`src/lkvc_pkg.sv`:
```
// ----------------------------------------------------------------------------
// lkvc_pkg
// Shared constants, types and helpers of the lru key-value cache.
// ----------------------------------------------------------------------------
package lkvc_pkg;

   localparam int MAX_ENTRIES = 16;
   localparam int CNT_W       = $clog2(MAX_ENTRIES + 1);
   localparam int KEY_W       = 32;
   localparam int VAL_W       = 32;
   localparam int CAP_W       = 5;

   localparam logic [CAP_W-1:0] CAP_RESET = 5'd16;

   typedef enum logic {
      OPC_GET = 1'b0,
      OPC_PUT = 1'b1
   } opcode_type;

   typedef logic signed [KEY_W-1:0] key_type;
   typedef logic signed [VAL_W-1:0] val_type;

   // one stored entry, handed from a cell to its right neighbour
   typedef struct packed {
      logic    valid;
      key_type key;
      val_type value;
   } entry_type;

   // lookup result rippling from the tail of the row towards the head
   typedef struct packed {
      logic    hit;
      val_type value;
   } hit_chain_type;

   typedef struct packed {
      logic load;
      logic clear;
   } cell_ctl_type;

   // capacity clamped to 1..MAX_ENTRIES
   function automatic logic [CNT_W-1:0] eff_cap(input logic [CAP_W-1:0] cap);
      logic [CNT_W-1:0] c;
      if (cap == '0) begin
         c = CNT_W'(1);
      end else if (int'(cap) > MAX_ENTRIES) begin
         c = CNT_W'(MAX_ENTRIES);
      end else begin
         c = CNT_W'(cap);
      end
      return c;
   endfunction

endpackage

```
`src/lkvc_if.sv`:
```
// ----------------------------------------------------------------------------
// lkvc channel interfaces
// Valid/ready channels for request items, response items and the
// capacity register write.
// ----------------------------------------------------------------------------
interface lkvc_req_if
   import lkvc_pkg::*;
   ();
   logic       valid;
   logic       ready;
   logic       opcode;
   key_type    key;
   val_type    value;

   modport source (output valid, output opcode, output key, output value, input ready);
   modport sink   (input valid, input opcode, input key, input value, output ready);
endinterface

interface lkvc_rsp_if
   import lkvc_pkg::*;
   ();
   logic       valid;
   logic       ready;
   logic       hit;
   val_type    read_value;

   modport source (output valid, output hit, output read_value, input ready);
   modport sink   (input valid, input hit, input read_value, output ready);
endinterface

interface lkvc_csr_if
   import lkvc_pkg::*;
   ();
   logic             valid;
   logic             ready;
   logic [CAP_W-1:0] data;

   modport source (output valid, output data, input ready);
   modport sink   (input valid, input data, output ready);
endinterface

```
`src/lru_key_value_cache_unit.sv`:
```
// ----------------------------------------------------------------------------
// lru_key_value_cache_unit
// Fully associative key-value cache with least-recently-used replacement.
// ----------------------------------------------------------------------------
// Usage:
//   req_ch carries one access per item: opcode (get or put), key, value.
//   rsp_ch returns one item per access: hit and read_value (value on a get
//   hit, zero otherwise).
//   csr_ch writes the capacity register; 0 acts as 1, anything above the
//   number of cells acts as the number of cells. Lowering it drops the least
//   recent entries at once. Write it only while no access is in flight.
//   Entries sit in a row of cells ordered by recency, head most recent. An
//   access compares every cell with the key in parallel; the hit entry (or a
//   new one on a put) is loaded into the head while the cells in front of it
//   shift one place towards the tail, and the tail entry falls off when full.
//   The response is registered and valid in the cycle after the access is
//   taken; one item per cycle unless a capacity write is pending, bounded
//   by the key compare and hit ripple along the row. A stalled response
//   holds in the output register; the next access is taken as it drains.
//   Reset empties the cache and sets the capacity to the number of cells.
// ----------------------------------------------------------------------------
module lru_key_value_cache_unit
   import lkvc_pkg::*;
(
   input  logic       clock,
   input  logic       reset,
   lkvc_req_if.sink   req_ch,
   lkvc_rsp_if.source rsp_ch,
   lkvc_csr_if.sink   csr_ch
);

   entry_type        entries [MAX_ENTRIES];
   entry_type        lefts   [MAX_ENTRIES];
   hit_chain_type    hits    [MAX_ENTRIES];
   hit_chain_type    rights  [MAX_ENTRIES];
   cell_ctl_type     ctls    [MAX_ENTRIES];

   logic [CAP_W-1:0] cap_ff, cap_in;
   logic [CNT_W-1:0] count_ff, count_in;
   logic             rsp_valid_ff, rsp_valid_in;
   logic             rsp_hit_ff, rsp_hit_in;
   val_type          rsp_value_ff, rsp_value_in;

   logic             accept, csr_write, is_put, hit, full;
   logic [CNT_W-1:0] new_cap, cur_cap;

   assign csr_ch.ready = 1'b1;
   assign csr_write    = csr_ch.valid;
   assign req_ch.ready = (!rsp_valid_ff || rsp_ch.ready) && !csr_ch.valid;
   assign accept       = req_ch.valid && req_ch.ready;
   assign is_put       = (opcode_type'(req_ch.opcode) == OPC_PUT);
   assign hit          = hits[0].hit;
   assign new_cap      = eff_cap(csr_ch.data);
   assign cur_cap      = eff_cap(cap_ff);
   assign full         = (count_ff >= cur_cap);

   // head takes the accessed entry
   assign lefts[0].valid = 1'b1;
   assign lefts[0].key   = req_ch.key;
   assign lefts[0].value = (hit && !is_put) ? hits[0].value : req_ch.value;

   assign rights[MAX_ENTRIES-1].hit   = 1'b0;
   assign rights[MAX_ENTRIES-1].value = '0;

   genvar i;
   generate
      for (i = 0; i < MAX_ENTRIES; i++) begin : g_row
         if (i > 0) begin : g_left
            assign lefts[i] = entries[i-1];
         end
         if (i < MAX_ENTRIES - 1) begin : g_right
            assign rights[i] = hits[i+1];
         end

         // hit: cells up to the hit shift; miss put: valid cells shift and
         // the first free one fills unless full
         assign ctls[i].load = accept && (hit ? hits[i].hit :
            (is_put && ((CNT_W'(i) < count_ff) ||
                        ((CNT_W'(i) == count_ff) && !full))));
         assign ctls[i].clear = csr_write && (CNT_W'(i) >= new_cap);

         lkvc_cell u_cell (
            .clock      (clock),
            .reset      (reset),
            .ctl        (ctls[i]),
            .req_key    (req_ch.key),
            .left_entry (lefts[i]),
            .right_hit  (rights[i]),
            .own_entry  (entries[i]),
            .hit_out    (hits[i])
         );
      end
   endgenerate

   always_comb begin
      cap_in   = cap_ff;
      count_in = count_ff;
      if (csr_write) begin
         cap_in = csr_ch.data;
         if (count_ff > new_cap) begin
            count_in = new_cap;
         end
      end else if (accept && !hit && is_put && !full) begin
         count_in = count_ff + CNT_W'(1);
      end
   end

   always_comb begin
      rsp_valid_in = rsp_valid_ff;
      rsp_hit_in   = rsp_hit_ff;
      rsp_value_in = rsp_value_ff;
      if (rsp_ch.ready) begin
         rsp_valid_in = 1'b0;
      end
      if (accept) begin
         rsp_valid_in = 1'b1;
         rsp_hit_in   = hit;
         rsp_value_in = (hit && !is_put) ? hits[0].value : '0;
      end
   end

   always_ff @(posedge clock) begin
      if (reset) begin
         cap_ff       <= CAP_RESET;
         count_ff     <= '0;
         rsp_valid_ff <= 1'b0;
      end else begin
         cap_ff       <= cap_in;
         count_ff     <= count_in;
         rsp_valid_ff <= rsp_valid_in;
      end
   end

   always_ff @(posedge clock) begin
      rsp_hit_ff   <= rsp_hit_in;
      rsp_value_ff <= rsp_value_in;
   end

   assign rsp_ch.valid      = rsp_valid_ff;
   assign rsp_ch.hit        = rsp_hit_ff;
   assign rsp_ch.read_value = rsp_value_ff;

endmodule

```
`src/lkvc_cell.sv`:
```
// ----------------------------------------------------------------------------
// lkvc_cell
// One place in the recency-ordered row: holds an entry, compares it with the
// request key and shifts in its left neighbour's entry when told to.
// ----------------------------------------------------------------------------
module lkvc_cell
   import lkvc_pkg::*;
(
   input  logic          clock,
   input  logic          reset,
   input  cell_ctl_type  ctl,
   input  key_type       req_key,
   input  entry_type     left_entry,
   input  hit_chain_type right_hit,
   output entry_type     own_entry,
   output hit_chain_type hit_out
);

   logic    valid_ff, valid_in;
   key_type key_ff, key_in;
   val_type value_ff, value_in;
   logic    match;

   assign match = valid_ff && (key_ff == req_key);

   // suffix or of matches: tells the row which cells move on a hit
   assign hit_out.hit   = match || right_hit.hit;
   assign hit_out.value = match ? value_ff : right_hit.value;

   assign own_entry.valid = valid_ff;
   assign own_entry.key   = key_ff;
   assign own_entry.value = value_ff;

   always_comb begin
      valid_in = valid_ff;
      key_in   = key_ff;
      value_in = value_ff;
      if (ctl.clear) begin
         valid_in = 1'b0;
      end else if (ctl.load) begin
         valid_in = left_entry.valid;
         key_in   = left_entry.key;
         value_in = left_entry.value;
      end
   end

   always_ff @(posedge clock) begin
      if (reset) begin
         valid_ff <= 1'b0;
      end else begin
         valid_ff <= valid_in;
      end
   end

   always_ff @(posedge clock) begin
      key_ff   <= key_in;
      value_ff <= value_in;
   end

endmodule

```
`src/flat_wrapper.sv`:
```
// flat-port wrapper written by rule: the top's interface ports become plain ports
module lru_key_value_cache_unit_flat import lkvc_pkg::*;
  (clock, reset, req_ch_valid, req_ch_opcode, req_ch_key, req_ch_value, req_ch_ready, rsp_ch_valid, rsp_ch_hit, rsp_ch_read_value, rsp_ch_ready, csr_ch_valid, csr_ch_data, csr_ch_ready);
  lkvc_req_if req_ch_i ();
  lkvc_rsp_if rsp_ch_i ();
  lkvc_csr_if csr_ch_i ();
  input  logic clock;
  input  logic reset;
  input wire logic [$bits(req_ch_i.valid)-1:0] req_ch_valid;
  input wire logic [$bits(req_ch_i.opcode)-1:0] req_ch_opcode;
  input wire logic [$bits(req_ch_i.key)-1:0] req_ch_key;
  input wire logic [$bits(req_ch_i.value)-1:0] req_ch_value;
  output wire logic [$bits(req_ch_i.ready)-1:0] req_ch_ready;
  output wire logic [$bits(rsp_ch_i.valid)-1:0] rsp_ch_valid;
  output wire logic [$bits(rsp_ch_i.hit)-1:0] rsp_ch_hit;
  output wire logic [$bits(rsp_ch_i.read_value)-1:0] rsp_ch_read_value;
  input wire logic [$bits(rsp_ch_i.ready)-1:0] rsp_ch_ready;
  input wire logic [$bits(csr_ch_i.valid)-1:0] csr_ch_valid;
  input wire logic [$bits(csr_ch_i.data)-1:0] csr_ch_data;
  output wire logic [$bits(csr_ch_i.ready)-1:0] csr_ch_ready;
  assign req_ch_i.valid = req_ch_valid;
  assign req_ch_i.opcode = req_ch_opcode;
  assign req_ch_i.key = req_ch_key;
  assign req_ch_i.value = req_ch_value;
  assign req_ch_ready = req_ch_i.ready;
  assign rsp_ch_valid = rsp_ch_i.valid;
  assign rsp_ch_hit = rsp_ch_i.hit;
  assign rsp_ch_read_value = rsp_ch_i.read_value;
  assign rsp_ch_i.ready = rsp_ch_ready;
  assign csr_ch_i.valid = csr_ch_valid;
  assign csr_ch_i.data = csr_ch_data;
  assign csr_ch_ready = csr_ch_i.ready;
  lru_key_value_cache_unit u_core (.clock(clock), .reset(reset), .req_ch(req_ch_i), .rsp_ch(rsp_ch_i), .csr_ch(csr_ch_i));
endmodule
```
`config.mk`:
```
export PLATFORM = sky130hd
export DESIGN_NAME = lru_key_value_cache_unit_flat
export DESIGN_NICKNAME = d
export VERILOG_FILES = /design/src/lkvc_pkg.sv /design/src/lkvc_if.sv /design/src/lru_key_value_cache_unit.sv /design/src/lkvc_cell.sv /design/src/flat_wrapper.sv
export SDC_FILE = /design/constraint.sdc
export NUM_CORES = 1
export LEC_CHECK = 0
export BUFFER_PORTS_ARGS = -buffer_cell sky130_fd_sc_hd__buf_2
export CAP_MARGIN = 40
export CORE_MARGIN = 2
export CORE_UTILIZATION = 40
export CTS_CLUSTER_SIZE = 16
export DETAILED_ROUTE_END_ITERATION = 7
export PLACE_DENSITY = 0.66
export RECOVER_POWER = 25
export SLEW_MARGIN = 20
export SYNTH_ARGS = -nofsm -noshare
export SYNTH_HDL_FRONTEND = slang
export SYNTH_HIERARCHICAL = 1
export SYNTH_SLANG_ARGS = --single-unit
export TNS_END_PERCENT = 1
```
`constraint.sdc`:
```
create_clock -name clock -period 16.9 [get_ports clock]
set_input_delay 0.845 -clock clock [delete_from_list [all_inputs] [get_ports clock]]
set_output_delay 0.845 -clock clock [all_outputs]
set_load 0.02 [all_outputs]
```
==> reports/qor_table.md, run 1 <==
| Result | Value | Unit |
| --- | --- | --- |
| Die width | 352 | µm |
| Cell count after placement | 4404 | - |
| Worst flop-to-flop path startpoint | u_core/g_row[15].u_cell/key_ff[14]$_DFFE_PP_ | - |
| Number of failing hold endpoints at the final stage | 0 | - |
| CTS sink cnt | 1084 | - |
| Clock Root Buffer | sky130_fd_sc_hd__clkbuf_16 | - |
| Crit-path slowest cell | sky130_fd_sc_hd__nor2b_4 | - |
| Setup TNS | 0 | ps |
| Fill cell instance count of the final layout | 10200 | - |
| Power Density | 105 | nW/µm² |
| Uppermost signal routing layer after detailed routing | met5 | - |
| First element of the critical path | req_ch_key[14] | - |
| Max Transition Viols Final | 0 | - |
| CTS Buffer Depth | 3 | - |
| Setup Fix Bufs, Post-CTS | 0 | - |
| TritonCTS clock tree | built | - |
| Cell count after synthesis | 2689 | - |
| Max cap viols | 0 | - |
| Final global-route overflow total | 0 | - |
| Sw frac | 0.219 | - |
| Post-DR vias/cell | 5.03 | - |
| Final hold slack | 417 | ps |
| Layout Nets | 2994 | - |
| Post-Route M1 WL | 45800 | µm |
| Sequential share of power | 0.532 | - |
| First-pass GRT wire length | 150000 | µm |
| Antenna violations before repair | 8 | - |
| CTS Buf Count | 110 | - |
| DIE HEIGHT | 352 | µm |
| Final cell area excluding filler cells | 54500 | µm² |
| Starting utilization of the core area | 0.404 | - |
| Yosys warning total | 6 | - |
| Cell class contributing the biggest share of worst-path delay | simple AND/OR/NAND/NOR gates | - |
| Crit-path max cell delay | 720 | ps |
| Count of port buffers added during placement | 109 | - |
| Buffer and inverter count on the worst path | 3 | - |
| Ratio of cells with drive above 1 in the final layout | 0.302 | - |
| Syn avg cell area | 18.0 | µm² |
| Startpoint kind of the worst setup timing path | input pin | - |
| Maximum frequency from static timing analysis | 0.136 | GHz |
| Hold buffers post-CTS | 0 | - |
| Combinational group share of total power | 0.060 | - |
| Power Internal | 4.44 | mW |
| Total length of routed met2 wires | 43800 | µm |
| Maximum net fanout on the critical path | 44 | - |
| Count of nets left with antenna violations after detail routing | 0 | - |
| Detailed-route wire length per cell | 21.2 | µm |
| Outcome | complete, no violations | - |
| DPL Wire Length | 63900 | µm |
| Vias in the first global route | 23800 | - |
| Part of the cycle the worst path needs | 0.436 | - |
| Clock transition at the registers of the reported paths | 60 | ps |
| Routability-driven placement congestion ratio | 0.847 | - |
| Netlist Area Pre-Place | 48400 | µm² |
| Required time worst endpoint | 17210 | ps |
| Least-Margin Pin Slew | 950 | ps |
| Clock insertion delay at the later pin of the skew report | 710 | ps |
| Setup repair after global routing missed its margin | no | - |
| Crit path arrival time | 7670 | ps |
| Skew final | 45.8 | ps |
| Post-cts sizing count | 0 | - |
| Overall fraction of global-route tracks in use | 0.156 | - |
| Sum of met3 wire segment lengths after detailed routing | 5550 | µm |
| Area of the die | 124000 | µm² |
| Startpoint-to-endpoint class of the critical path | input pin to flip-flop | - |
| Clock share of power | 0.409 | - |
| Ports placed on the boundary | 111 | - |
| Rows | 127 | - |
| First-pass detailed-route iteration total | 7 | - |
| Iteration-0 DRC Markers | 1808 | - |
| Worst Setup End Kind | flip-flop | - |
| Maximum resistive drop on vdd | 0.0787 | mV |
| Leakage | 19.2 | nW |
| Most frequent cell on the critical path | sky130_fd_sc_hd__nand2b_1 | - |
| Setup slack of the worst register-to-register path | 9760 | ps |
| Maximum number of pins on one net before global-route repair | 65 | - |
| Fin cells | 4608 | - |
| Post-Place Cell Area | 51000 | µm² |
| Worst hold-check path type | flip-flop to flip-flop | - |
| Overall via count from detail_route | 23200 | - |
| Final design utilization | 0.454 | - |
| NetSw | 1.25 | mW |
| Placeable core area | 120000 | µm² |
| Total routed wirelength | 97900 | µm |
| Post-route DRC | 0 | - |
| CTS H-tree depth | 3 | - |
| Min cycle time layout | 7360 | ps |
| Max-Slew Margin vs Limit | 0.361 | - |
| Final setup violation count | 0 | - |
| Startpoint of the worst hold path | u_core/g_row[14].u_cell/value_ff[23]$_DFFE_PP_ | - |
| Layout area overhead | 12.5 | % |
metal layers:
metal | GRT usage | vias to the layer above
li1 | - | 10600
met1 | 0.226 | 11800
met2 | 0.238 | 586
met3 | 0.0297 | 166
met4 | 0.0488 | 2
met5 | 0 | -
through the flow:
| step | total power [mW] | worst slack, ps |
|---|---|---|
| 5_1_grt | 5.89 | 9030 |
| 2_1_floorplan | 3.31 | 8890 |
| 3_5_place_dp | 3.42 | 8910 |
| 4_1_cts | 5.75 | 9600 |
| 6_report | 5.69 | 9540 |
| 3_3_place_gp | 3.41 | 9030 |
layout make-up:
| type | count | area [µm²] | area share |
|---|---|---|---|
| repair buffers | 156 | 1080 | 0.0198 |
| clock inverters | 69 | 576 | 0.0106 |
| multi-input cells | 1544 | 15600 | 0.287 |
| clock buffers | 131 | 2850 | 0.0524 |
| flip-flops and latches | 1084 | 32300 | 0.593 |
| inverters | 10 | 37.5 | 0.000689 |
| diodes | 2 | 5.00 | 0.0000919 |
| well taps | 1612 | 2020 | 0.0370 |
final timing paths:
kind / to / cells after the start
max: u_core/g_row[9].u_cell/value_ff[4]$_DFFE_PP_ / 28
min reg2reg: u_core/g_row[15].u_cell/value_ff[23]$_DFFE_PP_ / 0
min: u_core/g_row[15].u_cell/value_ff[23]$_DFFE_PP_ / 0
max reg2reg: u_core/g_row[9].u_cell/value_ff[4]$_DFFE_PP_ / 27
worst register-to-register path: stages (launching register included):
cell and delay (ps):
sky130_fd_sc_hd__edfxtp_1 390, sky130_fd_sc_hd__xor2_1 170, sky130_fd_sc_hd__nor4_1 80, sky130_fd_sc_hd__and3_1 190, sky130_fd_sc_hd__nand3_2 70, sky130_fd_sc_hd__buf_4 530, sky130_fd_sc_hd__nand2b_1 170, sky130_fd_sc_hd__nand2b_1 180
sky130_fd_sc_hd__nand2b_1 150, sky130_fd_sc_hd__nand2b_1 150, sky130_fd_sc_hd__nand2b_1 180, sky130_fd_sc_hd__nand2b_1 200, sky130_fd_sc_hd__nand2b_1 160, sky130_fd_sc_hd__nand2b_1 150, sky130_fd_sc_hd__nand2b_1 150, sky130_fd_sc_hd__nand2b_1 150
sky130_fd_sc_hd__nand2b_1 180, sky130_fd_sc_hd__nand2b_1 190, sky130_fd_sc_hd__nand2b_1 200, sky130_fd_sc_hd__nand2b_1 200, sky130_fd_sc_hd__nand2b_1 170, sky130_fd_sc_hd__nand2b_1 250, sky130_fd_sc_hd__nor2b_4 230, sky130_fd_sc_hd__and3_1 240
sky130_fd_sc_hd__o21ai_0 200, sky130_fd_sc_hd__o21ai_0 360, sky130_fd_sc_hd__nor2b_4 720, sky130_fd_sc_hd__buf_4 660
cell usage in the layout (no fill, tap or decap), types with 4 or more instances in the layout:
cell type	n
sky130_fd_sc_hd__nor2_1	17
sky130_fd_sc_hd__clkbuf_1	19
sky130_fd_sc_hd__mux2i_1	20
sky130_fd_sc_hd__clkinvlp_4	6
sky130_fd_sc_hd__xor2_1	65
sky130_fd_sc_hd__bufinv_16	5
sky130_fd_sc_hd__clkbuf_16	110
sky130_fd_sc_hd__edfxtp_1	1057
sky130_fd_sc_hd__nor3_1	36
sky130_fd_sc_hd__ha_1	13
sky130_fd_sc_hd__o21ai_0	16
sky130_fd_sc_hd__and3_1	18
sky130_fd_sc_hd__buf_16	8
sky130_fd_sc_hd__nand2b_1	17
sky130_fd_sc_hd__mux2_2	80
sky130_fd_sc_hd__nor2b_4	17
sky130_fd_sc_hd__and2_1	33
sky130_fd_sc_hd__nand3_2	16
sky130_fd_sc_hd__nor4_1	16
sky130_fd_sc_hd__clkinv_1	29
sky130_fd_sc_hd__buf_4	34
sky130_fd_sc_hd__nand4_1	99
sky130_fd_sc_hd__dfxtp_1	27
sky130_fd_sc_hd__a21o_1	4
sky130_fd_sc_hd__nand3_1	23
sky130_fd_sc_hd__nor2b_1	5
sky130_fd_sc_hd__buf_2	112
sky130_fd_sc_hd__conb_1	37
sky130_fd_sc_hd__nand2_1	28
sky130_fd_sc_hd__inv_1	10
sky130_fd_sc_hd__a21oi_1	18
sky130_fd_sc_hd__xnor2_1	450
sky130_fd_sc_hd__mux2_4	464
sky130_fd_sc_hd__nor4_2	16
sky130_fd_sc_hd__clkinv_2	17
sky130_fd_sc_hd__a211oi_1	7
sky130_fd_sc_hd__a31oi_1	5
flip-flops by register name (all words and copies together), names as in the netlist:
| name | cells |
|---|---|
| u_core/g_row.u_cell/key_ff | 512 |
| u_core/g_row.u_cell/value_ff | 512 |
| u_core/rsp_ch.read_value | 32 |
| u_core/g_row.u_cell/valid_ff | 16 |
| u_core/cap_ff | 5 |
| u_core/count_ff | 5 |
| u_core/rsp_ch.hit | 1 |
| u_core/rsp_ch.valid | 1 |
power by group through the flow:
| stage | combinational, mW | sequential (mW) | clock, mW |
|---|---|---|---|
| floorplan | 0.227 | 3.08 | 0 |
| global placement | 0.330 | 3.08 | 0 |
| detailed placement | 0.336 | 3.08 | 0 |
| CTS | 0.341 | 3.03 | 2.39 |
| global route | 0.368 | 3.03 | 2.49 |
| finish | 0.339 | 3.03 | 2.33 |
No activity file was read; power rests on OpenSTA's default activity.
==> run 2: changes to the inputs <==
--- a/config.mk
+++ b/config.mk
@@ -11,7 +11,7 @@
 export CORE_UTILIZATION = 40
 export CTS_CLUSTER_SIZE = 16
 export DETAILED_ROUTE_END_ITERATION = 7
-export PLACE_DENSITY = 0.66
+export PLACE_DENSITY = 0.68
 export RECOVER_POWER = 25
 export SLEW_MARGIN = 20
 export SYNTH_ARGS = -nofsm -noshare
==> constraint.sdc (replaced) <==
create_clock -name clock -period 6.4 [get_ports clock]
set_input_delay 0.32 -clock clock [delete_from_list [all_inputs] [get_ports clock]]
set_output_delay 0.32 -clock clock [all_outputs]
set_load 0.02 [all_outputs]
==> reports/qor_table.md, run 2 (synthesis results as in run 1) <==
| Result | Value | Unit | Delta |
| --- | --- | --- | --- |
| Clock transition at the registers of the reported paths | 60 | ps | about the same |
| Number of failing hold endpoints at the final stage | 0 | - | unchanged |
| Ratio of cells with drive above 1 in the final layout | 0.313 | - | +0.0102 |
| Fill cell instance count of the final layout | 10100 | - | -1.0% |
| Max-Slew Margin vs Limit | 0.160 | - | -0.201 |
| Layout area overhead | 15.7 | % |  |
| Maximum net fanout on the critical path | 32 | - | -27% |
| Antenna violations before repair | 2 | - | -6 |
| First element of the critical path | u_core/g_row[14].u_cell/key_ff[10]$_DFFE_PP_ | - |  |
| Max Transition Viols Final | 0 | - | unchanged |
| Cell class contributing the biggest share of worst-path delay | multiplexers | - |  |
| Overall fraction of global-route tracks in use | 0.156 | - | -0.000219 |
| Die width | 352 | µm | unchanged |
| Crit path arrival time | 6780 | ps | -890 ps |
| Startpoint of the worst hold path | req_ch_valid | - |  |
| Rows | 127 | - | unchanged |
| Final hold slack | 58.0 | ps | -359 ps |
| Most frequent standard cell in the layout excluding fill and tap cells | sky130_fd_sc_hd__edfxtp_1 | - |  |
| TritonCTS clock tree | built | - |  |
| Power Density | 273 | nW/µm² | +160% |
| Maximum number of pins on one net before global-route repair | 65 | - | unchanged |
| Worst hold-check path type | input pin to flip-flop | - |  |
| First-pass GRT wire length | 150000 | µm | -0.16% |
| Layout Nets | 3130 | - | +4.5% |
| Antenna cells | 0 | - | -2 |
| Startpoint kind of the worst setup timing path | flip-flop | - |  |
| Worst flop-to-flop path startpoint | u_core/g_row[14].u_cell/key_ff[10]$_DFFE_PP_ | - |  |
| DIE HEIGHT | 352 | µm | unchanged |
| Count of port buffers added during placement | 109 | - | unchanged |
| Outcome | complete, no violations | - |  |
| Clock Root Buffer | sky130_fd_sc_hd__clkbuf_16 | - |  |
| Crit-path slowest cell | sky130_fd_sc_hd__nor4_4 | - |  |
| Startpoint-to-endpoint class of the critical path | flip-flop to flip-flop | - |  |
| First-pass detailed-route iteration total | 6 | - | -1 |
| Final global-route overflow total | 0 | - | unchanged |
| Post-DR vias/cell | 4.96 | - | -1.5% |
| Leading cell types in the layout, fill and taps excluded | sky130_fd_sc_hd__edfxtp_1 (1057), sky130_fd_sc_hd__mux2_4 (464), sky130_fd_sc_hd__xnor2_1 (448), sky130_fd_sc_hd__clkbuf_16 (112), sky130_fd_sc_hd__buf_2 (112) | - |  |
| Final design utilization | 0.467 | - | +0.0132 |
| Vias in the first global route | 24700 | - | +3.8% |
| Maximum frequency from static timing analysis | 0.157 | GHz |  |
| Post-route DRC | 0 | - | unchanged |
| Maximum resistive drop on vdd | 0.238 | mV | +200% |
| CTS H-tree depth | 3 | - | unchanged |
| Routability-driven placement congestion ratio | 0.809 | - | -4.5% |
| CTS Buf Count | 112 | - | +1.8% |
| Required time worst endpoint | 6830 | ps | -10380 ps |
| Total routed wirelength | 97700 | µm | -0.20% |
| Cells along the critical path | xnor2_2, nand4_1, nor4_4, buf_4, nand3_4, buf_12, mux2_4, mux2_4, mux2_4, mux2_4, mux2_4, mux2_4, mux2_4, mux2_4, mux2_4, mux2_4, mux2_4, mux2_4, mux2_4, mux2_4, mux2_4, mux2_2 | - |  |
| Most frequent cell on the critical path | sky130_fd_sc_hd__mux2_4 | - |  |
| Area of the die | 124000 | µm² | unchanged |
| Count of nets left with antenna violations after detail routing | 0 | - | unchanged |
| CTS sink cnt | 1084 | - | unchanged |
| Ports placed on the boundary | 111 | - | unchanged |
| Part of the cycle the worst path needs | 0.993 | - |  |
| Overall via count from detail_route | 23600 | - | +1.6% |
| Detailed-route wire length per cell | 20.6 | µm | -3.2% |
| Final setup violation count | 0 | - | unchanged |
| Least-Margin Pin Slew | 1260 | ps | +309 ps |
| Worst Setup End Kind | flip-flop | - |  |
| Placeable core area | 120000 | µm² | unchanged |
| Setup Fix Bufs, Post-CTS | 0 | - | unchanged |
| DPL Wire Length | 64200 | µm | +0.48% |
| Setup repair after global routing missed its margin | yes | - |  |
| Leakage | 20.0 | nW | +4.0% |
| Skew final | 45.7 | ps | -0.0974 ps |
| Min cycle time layout | 6360 | ps |  |
| Crit-path max cell delay | 490 | ps | -230 ps |
| Iteration-0 DRC Markers | 1751 | - | -3.2% |
| Starting utilization of the core area | 0.404 | - | unchanged |
| Max cap viols | 0 | - | unchanged |
| Buffer and inverter count on the worst path | 2 | - | -1 |
| CTS Buffer Depth | 3 | - | unchanged |
| Clock insertion delay at the later pin of the skew report | 710 | ps | about the same |
==> run 2: changes by cell type in the layout (fill, tap and decap cells not counted), moves of 4 or more <==
cell,before,now
sky130_fd_sc_hd__buf_12,2,49
sky130_fd_sc_hd__clkbuf_1,19,61
sky130_fd_sc_hd__dlygate4sd3_1,0,34
sky130_fd_sc_hd__buf_4,34,63
sky130_fd_sc_hd__buf_16,8,0
sky130_fd_sc_hd__clkinv_2,17,21
sky130_fd_sc_hd__clkinvlp_4,6,2
==> run 2: area by class of cell <==
cell class                      count  area, µm²  area share
Clock buffer                      146       2980      0.0532
Clock inverter                     65        596      0.0106
Inverter                           10       37.5    0.000670
Multi-Input combinational cell   1544      15700       0.279
Sequential cell                  1084      32300       0.576
Tap cell                         1612       2020      0.0360
Timing Repair Buffer              290       2470      0.0442
==> run 2: timing repair <==
item / in CTS / in global routing
pin swaps: 1 / 0
hold buffers: 34 / 0
gates resized for setup: 3 / 2
hold endpoints to repair: 34 / 0
setup endpoints to repair: 49 / 32
==> run 2: final timing paths <==
| kind | to | slack (ps) | cells after the start |
|---|---|---|---|
| setup / recovery | u_core/g_row[0].u_cell/value_ff[17]$_DFFE_PP_ | 40 | 22 |
| hold / removal | u_core/rsp_ch.valid$_SDFFE_PP0P_ | 60 | 3 |
| setup reg to reg | u_core/g_row[0].u_cell/value_ff[17]$_DFFE_PP_ | 40 | 22 |
| hold reg to reg | u_core/g_row[13].u_cell/value_ff[31]$_DFFE_PP_ | 420 | 0 |
==> run 2: worst min-delay path: stages <==
cell,delay (ps)
sky130_fd_sc_hd__buf_2,130
sky130_fd_sc_hd__nand2_1,170
sky130_fd_sc_hd__a21oi_1,90
==> run 2: per-layer routing <==
layer / vias to the layer above / GRT usage / wire, µm
li1: 10900 / - / -
met1: 12000 / 0.220 / 45700
met2: 498 / 0.249 / 45500
met3: 122 / 0.0285 / 4640
met4: 4 / 0.0396 / 1800
met5: - / 0 / 25
==> run 2: per-stage QoR <==
step | instance area, µm² | setup WS, ps | TNS, ps | instances | power [mW]
after global routing | 56000 | -87.0 | -1370 | 4751 | 15.8
after CTS | 56100 | 25.8 | 0 | 4750 | 15.5
after global placement | 52200 | -184 | -6120 | 4503 | 9.07
after floorplan | 48600 | -1130 | -873640 | 2724 | 8.74
final | 56000 | 42.8 | 0 | 4751 | 15.3
after detailed placement | 52200 | -237 | -7140 | 4505 | 9.08
==> run 2: power by group <==
group / internal [mW] / total (mW) / switching, mW
sequential: 7.91 / 7.99 / 0.0824
combinational: 0.491 / 0.961 / 0.470
clock: 3.61 / 6.35 / 2.74
